<file path="src/rtl/sfdc_pkg.sv">
// Package for the sensor frame deframer: frame byte codes and the
// CRC-16/MODBUS byte update. No dependencies.
package sfdc_pkg;

    localparam logic [7:0]  HDR0       = 8'hAA;
    localparam logic [7:0]  HDR1       = 8'h55;
    localparam logic [7:0]  TAIL       = 8'h5D;
    localparam logic [7:0]  TYPE_MEAS  = 8'h04;
    localparam logic [7:0]  TYPE_ALARM = 8'hFF;
    localparam logic [15:0] CRC_INIT   = 16'hFFFF;
    localparam logic [15:0] CRC_POLY   = 16'hA001;

    localparam logic [0:0]  KIND_MEAS  = 1'b0;
    localparam logic [0:0]  KIND_ALARM = 1'b1;

    localparam logic [2:0]  POS_TYPE   = 3'd0;
    localparam logic [2:0]  POS_TEMP_H = 3'd1;
    localparam logic [2:0]  POS_TEMP_L = 3'd2;
    localparam logic [2:0]  POS_HUM_H  = 3'd3;
    localparam logic [2:0]  POS_HUM_L  = 3'd4;
    localparam logic [2:0]  POS_CRC_H  = 3'd5;
    localparam logic [2:0]  POS_CRC_L  = 3'd6;
    localparam logic [2:0]  POS_TAIL   = 3'd7;

    function automatic logic [15:0] crc_byte(input logic [15:0] crc_in, input logic [7:0] b);
        logic [15:0] c;
        c = crc_in ^ {8'h00, b};
        for (int i = 0; i < 8; i++) begin
            if (c[0]) begin
                c = (c >> 1) ^ CRC_POLY;
            end else begin
                c = c >> 1;
            end
        end
        return c;
    endfunction

    // CRC after both header bytes, seeded with the initial value.
    localparam logic [15:0] CRC_AFTER_HDR = crc_byte(crc_byte(CRC_INIT, HDR0), HDR1);

endpackage

</file>
<file path="src/rtl/sensor_frame_deframer_crc16_core.sv">
// Top level of the sensor frame deframer with CRC-16/MODBUS check.
// Depends on sfdc_pkg for frame codes and the CRC byte update.
//
// The block takes one received byte per transaction and accepts a new byte
// in every clock cycle unless a result waits. Each byte is captured in an
// input register; the hunt, field capture and one-byte CRC update work from
// that register, and the output register holds the result once the tail byte
// is processed. A frame is 0xAA 0x55, type, temperature, humidity, CRC (all
// words big-endian) and the tail 0x5D; a frame with a good tail and CRC of
// type 0x04 yields a measurement and of type 0xFF an alarm with zero fields.
// All other frames are dropped without a rescan. Back-pressure on the result
// side stalls the input only while a finished result waits to be taken.
module sensor_frame_deframer_crc16_core (
    input  logic               i_clk,
    input  logic               i_rst_n,
    input  logic               i_rx_valid,
    output logic               o_rx_ready,
    input  logic [7:0]         i_rx_byte,
    output logic               o_res_valid,
    input  logic               i_res_ready,
    output logic               o_frame_kind,
    output logic signed [15:0] o_temperature,
    output logic [15:0]        o_humidity
);
    import sfdc_pkg::*;

    typedef enum logic [1:0] {
        PH_HUNT  = 2'd0,
        PH_HDR   = 2'd1,
        PH_BODY  = 2'd2
    } t_phase;

    t_phase      r_phase, n_phase;
    logic [2:0]  r_pos, n_pos;
    logic [15:0] r_crc, n_crc;
    logic [7:0]  r_type, n_type;
    logic [15:0] r_temp, n_temp;
    logic [15:0] r_hum, n_hum;
    logic [15:0] r_rcrc, n_rcrc;

    logic        r_in_valid;
    logic [7:0]  r_in_byte;

    logic        r_out_valid;
    logic        r_out_kind;
    logic [15:0] r_out_temp;
    logic [15:0] r_out_hum;

    logic        adv;
    logic        emit;
    logic        n_kind;
    logic [15:0] n_out_temp;
    logic [15:0] n_out_hum;

    assign adv        = r_in_valid && (!r_out_valid || i_res_ready);
    assign o_rx_ready = !r_in_valid || adv;

    always_comb begin
        n_phase    = r_phase;
        n_pos      = r_pos;
        n_crc      = r_crc;
        n_type     = r_type;
        n_temp     = r_temp;
        n_hum      = r_hum;
        n_rcrc     = r_rcrc;
        emit       = 1'b0;
        n_kind     = KIND_MEAS;
        n_out_temp = r_temp;
        n_out_hum  = r_hum;
        case (r_phase)
            PH_HDR: begin
                if (r_in_byte == HDR1) begin
                    n_phase = PH_BODY;
                    n_pos   = POS_TYPE;
                    n_crc   = CRC_AFTER_HDR;
                end else if (r_in_byte != HDR0) begin
                    n_phase = PH_HUNT;
                end
            end
            PH_BODY: begin
                if (r_pos < POS_CRC_H) begin
                    n_crc = crc_byte(r_crc, r_in_byte);
                end
                n_pos = r_pos + 3'd1;
                case (r_pos)
                    POS_TYPE:   n_type = r_in_byte;
                    POS_TEMP_H: n_temp = {r_in_byte, 8'h00};
                    POS_TEMP_L: n_temp = {r_temp[15:8], r_in_byte};
                    POS_HUM_H:  n_hum  = {r_in_byte, 8'h00};
                    POS_HUM_L:  n_hum  = {r_hum[15:8], r_in_byte};
                    POS_CRC_H:  n_rcrc = {r_in_byte, 8'h00};
                    POS_CRC_L:  n_rcrc = {r_rcrc[15:8], r_in_byte};
                    default: begin
                        n_phase = PH_HUNT;
                        n_pos   = POS_TYPE;
                        if (r_in_byte == TAIL && r_crc == r_rcrc) begin
                            if (r_type == TYPE_MEAS) begin
                                emit = 1'b1;
                            end else if (r_type == TYPE_ALARM) begin
                                emit       = 1'b1;
                                n_kind     = KIND_ALARM;
                                n_out_temp = 16'h0000;
                                n_out_hum  = 16'h0000;
                            end
                        end
                    end
                endcase
            end
            default: begin
                n_phase = (r_in_byte == HDR0) ? PH_HDR : PH_HUNT;
            end
        endcase
    end

    always_ff @(posedge i_clk) begin
        if (!i_rst_n) begin
            r_in_valid  <= 1'b0;
            r_out_valid <= 1'b0;
            r_phase     <= PH_HUNT;
            r_pos       <= POS_TYPE;
            r_crc       <= CRC_INIT;
        end else begin
            if (o_rx_ready) begin
                r_in_valid <= i_rx_valid;
            end
            if (adv) begin
                r_phase <= n_phase;
                r_pos   <= n_pos;
                r_crc   <= n_crc;
            end
            if (adv && emit) begin
                r_out_valid <= 1'b1;
            end else if (i_res_ready) begin
                r_out_valid <= 1'b0;
            end
        end
    end

    always_ff @(posedge i_clk) begin
        if (o_rx_ready && i_rx_valid) begin
            r_in_byte <= i_rx_byte;
        end
        if (adv) begin
            r_type <= n_type;
            r_temp <= n_temp;
            r_hum  <= n_hum;
            r_rcrc <= n_rcrc;
        end
        if (adv && emit) begin
            r_out_kind <= n_kind;
            r_out_temp <= n_out_temp;
            r_out_hum  <= n_out_hum;
        end
    end

    assign o_res_valid   = r_out_valid;
    assign o_frame_kind  = r_out_kind;
    assign o_temperature = $signed(r_out_temp);
    assign o_humidity    = r_out_hum;

endmodule
</file>
<file path="config.mk">
export PLATFORM = sky130hd
export DESIGN_NAME = sensor_frame_deframer_crc16_core
export DESIGN_NICKNAME = d
export VERILOG_FILES = /design/src/rtl/sfdc_pkg.sv /design/src/rtl/sensor_frame_deframer_crc16_core.sv
export SDC_FILE = /design/constraint.sdc
export NUM_CORES = 1
export LEC_CHECK = 0
export ABC_AREA = 0
export CORE_MARGIN = 2
export CORE_UTILIZATION = 40
export DETAILED_ROUTE_END_ITERATION = 8
export DONT_BUFFER_PORTS = 1
export PLACE_DENSITY = 0.6
export SLEW_MARGIN = 0
export SYNTH_ARGS = -nofsm -noshare
export SYNTH_HDL_FRONTEND = slang
export SYNTH_SLANG_ARGS = --single-unit
</file>
<file path="constraint.sdc">
create_clock -name i_clk -period 7.1 [get_ports i_clk]
set_clock_uncertainty 0.1 [all_clocks]
set_input_delay 0 -clock i_clk [delete_from_list [all_inputs] [get_ports i_clk]]
set_output_delay 0 -clock i_clk [all_outputs]
set_load 0.01 [all_outputs]
</file>
==> impl_metrics.tcl <==
set metrics [dict create \
    finalNetCount 427 \
    cp-end-kind "flip-flop" \
    synthSimpleGateAreaFrac 0.211 \
    synth_area_per_cell_um2 13.2 \
    synth_compound_area_frac 0.0305 \
    worstPathMaxFanout 29 \
    tns_ps 0 \
    use_met3 0.0463 \
    vias_per_cell 5.00 \
    final_layout_size_suffix_gt1_frac 0.152 \
    rows 41 \
    antenna_found_initial 0 \
    synth_fp_nets 416 \
    dp_hpwl_um 6460 \
    cp_slowest_stage_delay_ps 650 \
    drv_slew 0 \
    post-cts-setup-buffers 0 \
    cts_root_buf "clkbuf_16" \
    power.leakage_nw 2.12 \
    vias 2967 \
    clockBufferDepth 2 \
    grt_max_degree 34 \
    hold_viol_final 0 \
    ant_nets 0 \
    seq_area_frac_synth 0.643 \
    synth_flop_cell "edfxtp_1" \
    gp_congestion 0.937 \
    cp-startpoint "r_in_byte[7]$_DFFE_PP_" \
    grt_use_total 0.153 \
    power_per_cell_area_mw_per_mm2 276 \
    crit_required_ps 7240 \
    antenna_cells 0 \
    postSynthCellCount 397 \
    post-route-min-period_ps 2970 \
    crit_chain "and4b_1, nand3b_1, a211o_1, nand2b_1, nor4_1, a221oi_1" \
    htree_levels 4 \
    hold_class "input port to flip-flop" \
    grt_pass1_vias 2881 \
    die_h_um 119 \
    slowest_stage "nand2b_1" \
    cap_violations 0 \
    cp-start-kind "flip-flop" \
    drt_pass1_iterations 4 \
    cts_buffers 17 \
    synth-xor-area-share 0.0627 \
    worstMarginPinSlew_ps 1310 \
    wire_per_inst_um 17.1 \
    cts_tree "yes" \
    clk_latency_ps 410 \
    die_area_mm2 0.0141 \
    min_from "i_rx_byte[2]" \
    dpl_cell_area_mm2 0.00536 \
    rsz0062_at_grt "false" \
    synth_top_family_by_area "simple AND/OR/NAND/NOR gates" \
    synth_edf_count 97 \
    ys_ff_latch 120 \
    period_share 0.418 \
    synth_fa_ha_area_frac 0.0167 \
    status "completed" \
    grt_pass1_wl_um 16200 \
    ir_drop_mv 0.179 \
    drt-total-wl_um 10100 \
    met2_usage 0.225 \
    yosysWarnings 0 \
    grt-busiest-layer "met2" \
    max_freq_mhz 337 \
    io_pins 47 \
    synth_async_sr_flop_share 0 \
    cts.sinks 120 \
    syn_area_mm2 0.00525 \
    pre_cts_ws_ps 4110 \
    overflow 0 \
    postCtsHoldBufs 12 \
    ys_types 47 \
    r2r_start "r_in_byte[7]$_DFFE_PP_" \
    cts_resized 0 \
    drt_iter0_markers 189 \
    die_w_um 119 \
    setup_viol 0 \
    final_area_mm2 0.00607 \
    core-area_mm2 0.0127 \
    start_util 0.413 \
    layout_setup_ws_ps 4130 \
    maxSlewHeadroom 0.119 \
    n_fill_cell 1134 \
    worstSetupPathType "flip-flop to flip-flop" \
    port_buffers 0 \
    syn_to_final_growth_pct 15.6 \
    worstPathArrival_ps 3110 \
    synthMuxAreaShare 0.00787 \
    clk_pin_slew_ps 50 \
    drc_errors 0 \
    gr-usage-met1 0.209 \
]
-- power breakdown --
group	internal, mW	leakage [nW]	total, mW	switching [mW]
clock	0.547	0.280	0.855	0.308
combinational	0.0252	0.711	0.0471	0.0219
sequential	0.760	1.13	0.775	0.0151
total	1.33	2.12	1.68	0.345
-- final cells by class --
cell class / count / area, um^2 / share of cell area
sequential: 120 / 3370 / 0.556
clock buffer: 18 / 429 / 0.0707
multi-input combinational: 247 / 1730 / 0.285
inverter: 9 / 33.8 / 0.00557
clock inverter: 14 / 156 / 0.0258
timing repair buffer: 13 / 128 / 0.0210
tap: 172 / 215 / 0.0355
-- layout by cell type (no fill, tap or decap), drive strengths merged, types with 3 or more instances in the layout --
cell type	count
a21oi	4
edfxtp	97
dfxtp	23
xor2	20
or4	3
ha	7
a21boi	3
nor2b	20
o311ai	4
nand2	24
dlygate4sd3	12
nor3b	3
o21ai	7
nor4	10
and3	16
mux2i	3
nand4	4
nor2	12
clkbuf	18
nand2b	4
clkinv	8
xnor2	15
nor3	12
and2	57
or3	3
inv	10
bufinv	3
-- final timing paths --
kind	slack, ps	cells after the start	to
hold / removal	120	1	r_in_byte[2]$_DFFE_PP_
setup / recovery	4130	6	r_crc[0]$_SDFFE_PN1P_
hold reg to reg	410	1	o_temperature[15]$_DFFE_PP_
setup reg to reg	4130	6	r_crc[0]$_SDFFE_PN1P_
-- cell usage after synthesis (all sizes together) (9+ instances only) --
cell	count	area [um^2]
xnor2	15	131
and3	16	100
nor3	12	60.1
inv	9	33.8
nor4	10	68.8
and2	57	432
clkbuf	13	50.0
edfxtp	97	2910
dfxtp	23	460
nor2b	20	125
nand2	24	92.6
nor2	12	45.0
xor2	20	175
-- worst max-delay path: cells and delay by family (launching register included) --
family,cells,cell delay (ps)
and+or+nand+nor,4,1540
DFF,1,610
AOI/OAI and AO/OA,2,540
-- logic make-up after synthesis --
group | count (synthesis)
AO/OA/AOI/OAI | 24
XOR/XNOR | 36
adder cells (fa/ha/maj) | 7
buffers and inverters | 30
flip-flops | 120
multiplexers | 4
AND/OR/NAND/NOR | 176
-- metrics by stage --
step                total power [mW]  cells  hold slack [ps]   util
finish                          1.68    593              120  0.477
global route                    1.73    593              104  0.477
CTS                             1.68    593             99.8  0.477
detailed placement             0.829    549            -31.1  0.421
global placement               0.829    549            -34.1  0.421
floorplan                      0.817    397            -1.13      -
-- sequential cells by signal (all words and copies together) (netlist names) --
signal	count
o_frame_kind	1
o_humidity	16
o_res_valid	1
o_temperature	16
r_crc	16
r_hum	16
r_in_byte	8
r_in_valid	1
r_phase	2
r_pos	3
r_rcrc	16
r_temp	16
r_type	8
-- routing by layer --
layer  part of all wire  vias to the layer above
met5                  0                        -
met4              0.019                        0
met3              0.044                       16
met2               0.46                       90
met1               0.48                     1429
li1                   -                     1432
Power figures use the tool's default switching activity.
